## src/sv/assert_macros.svh

```systemverilog
// Assertion helpers; each expects clk and arst_n in scope.
`ifndef ASSERT_MACROS_SVH
`define ASSERT_MACROS_SVH

// Same-cycle implication.
`define FCM_ASSERT_IMP(name, ante, cons, msg) \
	name: assert property (@(posedge clk) disable iff (!arst_n) (ante) |-> (cons)) \
		else $error(msg);

// Next-cycle implication.
`define FCM_ASSERT_NXT(name, ante, cons, msg) \
	name: assert property (@(posedge clk) disable iff (!arst_n) (ante) |=> (cons)) \
		else $error(msg);

`endif

```

## src/sv/fcm_pkg.sv

```systemverilog
`timescale 1ns / 1ps
package fcm_pkg;

	localparam int FCM_NUM_BLOCKS = 1024;
	localparam int ACT_W = 3;
	localparam int BLK_W = 10;
	localparam int IDX_W = 10;
	localparam int LEN_W = 11;
	localparam int STAT_W = 2;
	// Command queue depth, a power of two.
	localparam int FCM_Q_DEPTH = 2;

	localparam logic [ACT_W-1:0] ACT_ALLOC = 3'd0;
	localparam logic [ACT_W-1:0] ACT_EXTEND = 3'd1;
	localparam logic [ACT_W-1:0] ACT_FREE = 3'd2;
	localparam logic [ACT_W-1:0] ACT_LOCATE = 3'd3;
	localparam logic [ACT_W-1:0] ACT_READ = 3'd4;

	localparam logic [STAT_W-1:0] STAT_OK = 2'd0;
	localparam logic [STAT_W-1:0] STAT_NOFREE = 2'd1;
	localparam logic [STAT_W-1:0] STAT_BAD = 2'd2;
	localparam logic [STAT_W-1:0] STAT_LONG = 2'd3;

	typedef struct packed {
		logic [ACT_W-1:0] action;
		logic [BLK_W-1:0] start_block;
	} fcm_in_t;

	typedef struct packed {
		logic [STAT_W-1:0] status;
		logic [IDX_W-1:0] block_index;
		logic [LEN_W-1:0] chain_length;
		logic at_end;
	} fcm_out_t;

	typedef enum logic [2:0] {
		OP_ALLOC,
		OP_EXTEND,
		OP_FREE,
		OP_LOCATE,
		OP_READ,
		OP_BAD
	} fcm_op_t;

	typedef struct packed {
		fcm_op_t op;
		logic [BLK_W-1:0] block;
	} fcm_cmd_t;

	typedef struct packed {
		logic clearing;
		logic done;
	} fcm_eng_stat_t;

	typedef enum logic [2:0] {
		S_CLEAR,
		S_IDLE,
		S_WALK,
		S_SEARCH,
		S_LINK,
		S_FREE,
		S_READ
	} fcm_state_t;

endpackage

```

## src/sv/fcm_front.sv

```systemverilog
`timescale 1ns / 1ps
module fcm_front #(
	parameter int NUM_BLOCKS = fcm_pkg::FCM_NUM_BLOCKS
) (
	input logic req_valid,
	output logic req_stall,
	input fcm_pkg::fcm_in_t req,
	input logic clearing,
	input logic q_full,
	output logic q_push,
	output fcm_pkg::fcm_cmd_t q_cmd
);
	import fcm_pkg::*;

	logic in_rng;
	logic chain_ok;

	assign req_stall = clearing || q_full;
	assign q_push = req_valid && !req_stall;

	assign in_rng = (32'(req.start_block) < 32'(NUM_BLOCKS));
	// Block 0 is reserved and never heads a chain.
	assign chain_ok = in_rng && (req.start_block != '0);

	always_comb begin
		q_cmd.block = req.start_block;
		case (req.action)
			ACT_ALLOC: q_cmd.op = OP_ALLOC;
			ACT_EXTEND: q_cmd.op = chain_ok ? OP_EXTEND : OP_BAD;
			ACT_FREE: q_cmd.op = chain_ok ? OP_FREE : OP_BAD;
			ACT_LOCATE: q_cmd.op = chain_ok ? OP_LOCATE : OP_BAD;
			ACT_READ: q_cmd.op = in_rng ? OP_READ : OP_BAD;
			default: q_cmd.op = OP_BAD;
		endcase
	end

endmodule

```

## config.mk

```make
export PLATFORM = sky130hd
export DESIGN_NAME = fcm_front
export DESIGN_NICKNAME = d
export VERILOG_FILES = /design/src/sv/assert_macros.svh /design/src/sv/fcm_pkg.sv /design/src/sv/fcm_front.sv
export SDC_FILE = /design/constraint.sdc
export NUM_CORES = 1
export LEC_CHECK = 0
export BUFFER_PORTS_ARGS = -buffer_cell sky130_fd_sc_hd__buf_2
export CORE_AREA = 4 4 41 43
export DETAILED_ROUTE_END_ITERATION = 6
export DIE_AREA = 0 0 45 47
export PLACE_DENSITY_LB_ADDON = 0.25
export SYNTH_ARGS = -nofsm -noshare
export SYNTH_HDL_FRONTEND = slang
export SYNTH_SLANG_ARGS = --single-unit
```

## constraint.sdc

```tcl
create_clock -name vclk -period 1.2
set_input_delay 0.12 -clock vclk [all_inputs]
set_output_delay 0.12 -clock vclk [all_outputs]
set_load 0.02 [all_outputs]
```

==> metrics.yaml <==
p_clk_frac: 0
synthMuxAreaShare: 0
dpl.hpwl_um: 479
slew_headroom: 0.827
initial_utilization: 0.139
synth_cell_types: 9
drive_above_1_share: 0.767
switching_share: 0.595
rsz0062_at_grt: "no"
wl_um: 500
multi_input_area_um2: 98.8
synth_compound_area_frac: 0.200
fin_cells: 58
min_path_cells: 2
drt_iter0_drc: 2
fin_crit_sh: 0.856
fin_tns_setup_ns: 0
synth_top_cell_by_area: "buf_4"
critPathArrivalTime_ns: 0.91
hp-start: "req[9]"
antennaDiodeCount: 0
core_area_mm2: 0.00130
vias_per_cell: 3.71
p_leak_nw: 0.165
regArea_um2: 0
maxSlewViolCount: 0
dr.pass1.iters: 2
powerDensity_mw_per_mm2: 411
drv_cap: 0
critPathLaunch: "req[5]"
status: "complete, no violations"
worstPathRequired_ns: 1.08
dieArea_mm2: 0.00212
grt_pass1_vias: 213
n_sequential_cell: 0
grt_pass1_wl_um: 779
synth.most_common_cell: "buf_4"
fin_crit_ns: 1.03
peakVddDrop_mv: 0.103
synthXorXnorAreaFrac: 0
yosysTopAreaCellShare: 0.414
finalHoldViolCount: 0
post-route-util: 0.215
postRouteAntennaNets: 0
yosys-top-cells-count: "buf_4 (10), a41o_1 (2), inv_1 (2), nor2_1 (2), nor4_4 (2)"
pwr-share-comb: 1.000
min_to: "q_cmd[9]"
synthSimpleGateAreaFrac: 0.345
pwr-share-seq: 0
synthTopCellsByArea: "buf_4 (41%), nor4_4 (23%), a41o_1 (11%), a311oi_1 (4.8%), a21o_1 (4.1%)"
ctsHoldBuffers: 0
ios: 31
start_kind: "primary input"
io_buffers: 31
row_count: 13
synthAdderAreaFrac: 0
antenna_found_initial: 0
power.switching_uw: 68.5
cts-resized-gates: 0
dp_cells: 58
grt_usage: 0.0456
dieWidth_um: 45
critPathCaptureType: "output port"
setup_violations: 0
path_max_fanout: 3
syn_inst: 22
ys_warn_count: 0
num_vias: 215
grt_overflow_total: 0
syn2layout_area_growth_pct: 54.5
synth_top_family_by_area: "buffers and inverters"
fmax_mhz: 974
tightest_slew_ns: 0.258
intPower_uw: 46.6
fillers: 154
power_uw: 115
cts_setup_buffers: 0
place.gp.congestion: 0.560
synth_nets: 38
synth.avg_cell_area_um2: 8.25
drc: 0
crit_type: "primary input to output port"
grt_max_degree: 5
syn_area_um2: 181
ys_seq_area_frac: 0
wl_per_cell_um: 8.62
hold_class: "primary input to output port"
final_net_count: 61
nClkBuffers: 0
die_h_um: 47
## per-layer routing
metal | track usage | part of all wire | up-vias
met1 | 0.0472 | 0.33 | 94
met3 | 0.00383 | 0.076 | 0
li1 | - | - | 110
met2 | 0.102 | 0.59 | 11
met5 | 0 | 0 | -
met4 | 0 | 0 | 0
## cell type report
| type | count | share of cell area |
|---|---|---|
| Multi-Input combinational cell | 10 | 0.353 |
| Tap cell | 15 | 0.0670 |
| Timing Repair Buffer | 31 | 0.554 |
| Inverter | 2 | 0.0268 |
## through the flow
step	instance area, µm²	setup WS, ns	hold WS, ns
3_3_place_gp	280	0.147	0.475
3_5_place_dp	280	0.165	0.474
2_1_floorplan	181	0.296	0.319
5_1_grt	280	0.104	0.494
6_report	280	0.173	0.476
4_1_cts	280	0.162	0.475
## worst max-delay path, stage by stage
cell and delay [ns]:
buf_2 0.12, nor4_4 0.31, a41o_1 0.20, buf_2 0.16
## cells in the final DEF, fill, tap and decap left out
| cell type | count |
|---|---|
| buf_2 | 31 |
| or2_0 | 1 |
| a21o_1 | 1 |
| or2_1 | 1 |
| nor4_4 | 2 |
| a311oi_1 | 1 |
| inv_1 | 2 |
| a41o_1 | 2 |
| nor2_1 | 2 |
## power by group through the flow
stage | Clock (mW) | Sequential (mW) | Combinational, mW
floorplan | 0 | 0 | 0.0773
global placement | 0 | 0 | 0.117
detailed placement | 0 | 0 | 0.116
CTS | 0 | 0 | 0.117
global route | 0 | 0 | 0.126
finish | 0 | 0 | 0.115
## worst max path at each step
stage	to	depth (start not counted)	slack, ns
2_1_floorplan	q_cmd[11]	2	0.30
3_3_place_gp	q_cmd[10]	4	0.15
3_5_place_dp	q_cmd[10]	4	0.16
4_1_cts	q_cmd[10]	4	0.16
5_1_grt	q_cmd[10]	4	0.10
6_report	q_cmd[10]	4	0.17
## cells by family after synthesis
kind of cell,count (synthesis)
buf+inv,12
simple gates,6
compound gates,4
Note: power is estimated with default switching activity, not from simulation.
