### src/sv/assert_macros.svh
// Assertion helpers; each expects clk and arst_n in scope.
`ifndef ASSERT_MACROS_SVH
`define ASSERT_MACROS_SVH

// Same-cycle implication.
`define FCM_ASSERT_IMP(name, ante, cons, msg) \
	name: assert property (@(posedge clk) disable iff (!arst_n) (ante) |-> (cons)) \
		else $error(msg);

// Next-cycle implication.
`define FCM_ASSERT_NXT(name, ante, cons, msg) \
	name: assert property (@(posedge clk) disable iff (!arst_n) (ante) |=> (cons)) \
		else $error(msg);

`endif

### src/sv/fcm_pkg.sv
`timescale 1ns / 1ps
package fcm_pkg;

	localparam int FCM_NUM_BLOCKS = 1024;
	localparam int ACT_W = 3;
	localparam int BLK_W = 10;
	localparam int IDX_W = 10;
	localparam int LEN_W = 11;
	localparam int STAT_W = 2;
	// Command queue depth, a power of two.
	localparam int FCM_Q_DEPTH = 2;

	localparam logic [ACT_W-1:0] ACT_ALLOC = 3'd0;
	localparam logic [ACT_W-1:0] ACT_EXTEND = 3'd1;
	localparam logic [ACT_W-1:0] ACT_FREE = 3'd2;
	localparam logic [ACT_W-1:0] ACT_LOCATE = 3'd3;
	localparam logic [ACT_W-1:0] ACT_READ = 3'd4;

	localparam logic [STAT_W-1:0] STAT_OK = 2'd0;
	localparam logic [STAT_W-1:0] STAT_NOFREE = 2'd1;
	localparam logic [STAT_W-1:0] STAT_BAD = 2'd2;
	localparam logic [STAT_W-1:0] STAT_LONG = 2'd3;

	typedef struct packed {
		logic [ACT_W-1:0] action;
		logic [BLK_W-1:0] start_block;
	} fcm_in_t;

	typedef struct packed {
		logic [STAT_W-1:0] status;
		logic [IDX_W-1:0] block_index;
		logic [LEN_W-1:0] chain_length;
		logic at_end;
	} fcm_out_t;

	typedef enum logic [2:0] {
		OP_ALLOC,
		OP_EXTEND,
		OP_FREE,
		OP_LOCATE,
		OP_READ,
		OP_BAD
	} fcm_op_t;

	typedef struct packed {
		fcm_op_t op;
		logic [BLK_W-1:0] block;
	} fcm_cmd_t;

	typedef struct packed {
		logic clearing;
		logic done;
	} fcm_eng_stat_t;

	typedef enum logic [2:0] {
		S_CLEAR,
		S_IDLE,
		S_WALK,
		S_SEARCH,
		S_LINK,
		S_FREE,
		S_READ
	} fcm_state_t;

endpackage

### src/sv/fcm_queue.sv
`timescale 1ns / 1ps
module fcm_queue (
	input logic clk,
	input logic arst_n,
	input logic push,
	input fcm_pkg::fcm_cmd_t push_cmd,
	output logic full,
	output logic valid,
	output fcm_pkg::fcm_cmd_t head,
	input logic pop
);
	import fcm_pkg::*;

	localparam int QPW = (FCM_Q_DEPTH > 1) ? $clog2(FCM_Q_DEPTH) : 1;
	localparam int QCW = $clog2(FCM_Q_DEPTH + 1);
	localparam logic [QCW-1:0] Q_FULL = QCW'(FCM_Q_DEPTH);

	fcm_cmd_t slot_q [FCM_Q_DEPTH];
	logic [QPW-1:0] wp_q;
	logic [QPW-1:0] rp_q;
	logic [QCW-1:0] cnt_q;

	assign full = (cnt_q == Q_FULL);
	assign valid = (cnt_q != '0);
	assign head = slot_q[rp_q];

	always_ff @(posedge clk or negedge arst_n) begin
		if (!arst_n) begin
			wp_q <= '0;
			rp_q <= '0;
			cnt_q <= '0;
		end else begin
			if (push) begin
				wp_q <= wp_q + 1'b1;
			end
			if (pop) begin
				rp_q <= rp_q + 1'b1;
			end
			case ({push, pop})
				2'b10: cnt_q <= cnt_q + 1'b1;
				2'b01: cnt_q <= cnt_q - 1'b1;
				default: cnt_q <= cnt_q;
			endcase
		end
	end

	always_ff @(posedge clk) begin
		if (push) begin
			slot_q[wp_q] <= push_cmd;
		end
	end

endmodule

### config.mk
export PLATFORM = sky130hd
export DESIGN_NAME = fcm_queue
export DESIGN_NICKNAME = d
export VERILOG_FILES = /design/src/sv/assert_macros.svh /design/src/sv/fcm_pkg.sv /design/src/sv/fcm_queue.sv
export SDC_FILE = /design/constraint.sdc
export NUM_CORES = 1
export LEC_CHECK = 0
export BUFFER_PORTS_ARGS = -buffer_cell sky130_fd_sc_hd__buf_2
export CAP_MARGIN = 40
export CORE_ASPECT_RATIO = 1.4
export CORE_UTILIZATION = 25
export DETAILED_ROUTE_END_ITERATION = 12
export GPL_TIMING_DRIVEN = 0
export PLACE_DENSITY = 0.51
export SLEW_MARGIN = 20
export SYNTH_ARGS = -nofsm -noshare
export SYNTH_HDL_FRONTEND = slang
export SYNTH_SLANG_ARGS = --single-unit
### constraint.sdc
create_clock -name clk -period 4 [get_ports clk]
set_input_delay 0.6 -clock clk [delete_from_list [all_inputs] [get_ports clk]]
set_output_delay 0.6 -clock clk [all_outputs]
set_load 0.01 [all_outputs]
==> results.sh <==
export IMPL_status="complete, no violations"
export IMPL_ys_seq_area_frac=0.782
export IMPL_worst_pin_slew_ns=0.625
export IMPL_grt_total_usage=0.0882
export IMPL_num_vias=574
export IMPL_syn_area_per_cell_um2=20.1
export IMPL_placement_io_buffers=31
export IMPL_place_hpwl_um=1270
export IMPL_fillers=446
export IMPL_wirelength_um=1780
export IMPL_peakVddDrop_uv=393
export IMPL_power_mw=0.955
export IMPL_ys_ff_latch=30
export IMPL_synthesis_area_um2=1130
export IMPL_post_cts_buffers=0
export IMPL_grt_pass1_wl_um=2910
export IMPL_startpoint="rp_q"
export IMPL_ant_nets=0
export IMPL_synth_nets=74
export IMPL_multiInputGateArea_um2=230
export IMPL_die_w_um=58.7
export IMPL_cts_tree="built"
export IMPL_skew_ns=0.00419
export IMPL_reg2reg_setup_slack_ns=2.64
export IMPL_wl_per_cell_um=11.4
export IMPL_rr_worst_depth=2
export IMPL_drt_iter0_markers=8
export IMPL_die_area_um2=4780
export IMPL_initial_core_util=0.263
export IMPL_nets=113
export IMPL_drc=0
export IMPL_drive_above_1_share=0.542
export IMPL_clk_pin_slew_ns=0.06
export IMPL_critPathRequiredTime_ns=3.40
export IMPL_holdBufCountCts=0
export IMPL_grt_ovfl_total=0
export IMPL_numCtsBuffers=5
export IMPL_die_h_um=81.4
export IMPL_antenna_diode_count=0
export IMPL_clk_path_buf_depth=2
export IMPL_maxCapViolations=0
export IMPL_h_tree_depth=2
export IMPL_crit_arrival_ns=1.40
export IMPL_r2r_start="wp_q"
export IMPL_cp_end_kind="output pin"
export IMPL_crit_type="flop to output pin"
export IMPL_ys_warn_count=0
export IMPL_grt_pass1_vias=636
export IMPL_area_growth_pct=28.6
export IMPL_period_needed_ns=2.00
export IMPL_hold_class="input port to asynchronous set/reset pin"
export IMPL_mostFrequentLayoutCells="buf_2, edfxtp_1, mux2_2, clkbuf_8, dfrtp_1"
export IMPL_vias_per_cell=3.68
export IMPL_final_common_cell="buf_2"
export IMPL_synthCells=56
export IMPL_leakagePower_nw=0.561
export IMPL_max_slew_margin=0.583
export IMPL_critPathLaunchType="flop"
export IMPL_r2r_end="slot_q[0][11]"
export IMPL_clockRootBuffer="clkbuf_8"
export IMPL_grt_antenna_before_repair=0
export IMPL_grt_max_degree=14
export IMPL_critical_path_peak_fanout=10
export IMPL_synth_cell_types=12
export IMPL_dr_pass1_iters=4
export IMPL_period_share=0.501
export IMPL_clock_fmax_mhz=499
export IMPL_finalMaxSlewViolations=0
export IMPL_whs_ns=0.124
export IMPL_final_hold_violation_count=0
export IMPL_setup_viol=0
export IMPL_rows=28
export IMPL_worstSkewPairLatency_ns=0.27
export IMPL_finalSetupTns_ns=0
export IMPL_pwr_density_cell_nw_per_um2=659
export IMPL_core_area_um2=4270
export IMPL_clock_sinks=30
export IMPL_rsz0062_at_grt="false"
export IMPL_globalplace_congestion=0.609
export IMPL_cts_resized=0
export IMPL_register_area_um2=881
export IMPL_ios=32
## logic make-up (layout without fill, tap and decap cells)
kind of cell               Yosys count  in the layout  share of synthesized area
and+or+nand+nor                      5              5                     0.0245
buffers and inverters                2             42                     0.0133
adders and majority gates            1              1                     0.0111
xor gates and xnor gates             5              5                     0.0389
DFF                                 30             30                      0.782
muxes                               13             13                      0.130
## stage by stage
stage	utilization	setup WS, ns	area [um2]	instances
after global routing	0.339	1.91	1450	156
final	0.339	2.00	1450	156
after floorplan	-	2.41	1130	56
after detailed placement	0.320	2.26	1370	148
after CTS	0.339	1.96	1450	156
after global placement	0.317	1.96	1360	147
## state kept, by name (all words and copies together), names as in the netlist
register,cells
slot_q,26
cnt_q,2
rp_q,1
wp_q,1
## metal layers
metal | GRT usage | share of wire
met2 | 0.145 | 0.51
met1 | 0.0893 | 0.42
met4 | 0.0500 | 0.0079
met5 | 0 | 0
met3 | 0.0441 | 0.063
## cell usage after synthesis
cell      count  area (um2)
xnor2_1       2        17.5
or2_2         1        6.26
inv_1         1        3.75
xor2_1        3        26.3
buf_6         1        11.3
and2_1        1        6.26
and2b_1       1        7.51
edfxtp_1     26         781
mux2_2       13         146
ha_1          1        12.5
nor2_1        2        7.51
dfrtp_1       4         100
## worst max-delay path: stages (launching register included)
cell and delay, ns:
dfrtp_1 0.46, buf_6 0.19, mux2_2 0.34, buf_2 0.14
## how the worst max path moves through the flow
stage,cells past startpoint,slack (ns),end
after global routing,3,1.91,head[8]
after CTS,3,1.96,head[10]
after global placement,3,1.96,slot_q[0][3]
after detailed placement,3,2.26,head[10]
after floorplan,2,2.41,slot_q[0][0]
final,3,2.00,head[5]
## cell type report
class,count,share of cell area
clock inverters,3,0.00778
flip-flops and latches,30,0.608
plain buffers,1,0.00778
inverters,1,0.00259
well taps,60,0.0519
clock buffers,5,0.0475
multi-input cells,24,0.159
repair buffers,32,0.115
## report_power, final
part	switching [mW]	internal, mW	leakage, nW
registers	0.0338	0.422	0.291
clock network	0.101	0.116	0.0407
logic	0.135	0.147	0.230
total	0.270	0.685	0.561
Power figures use the tool's default switching activity.
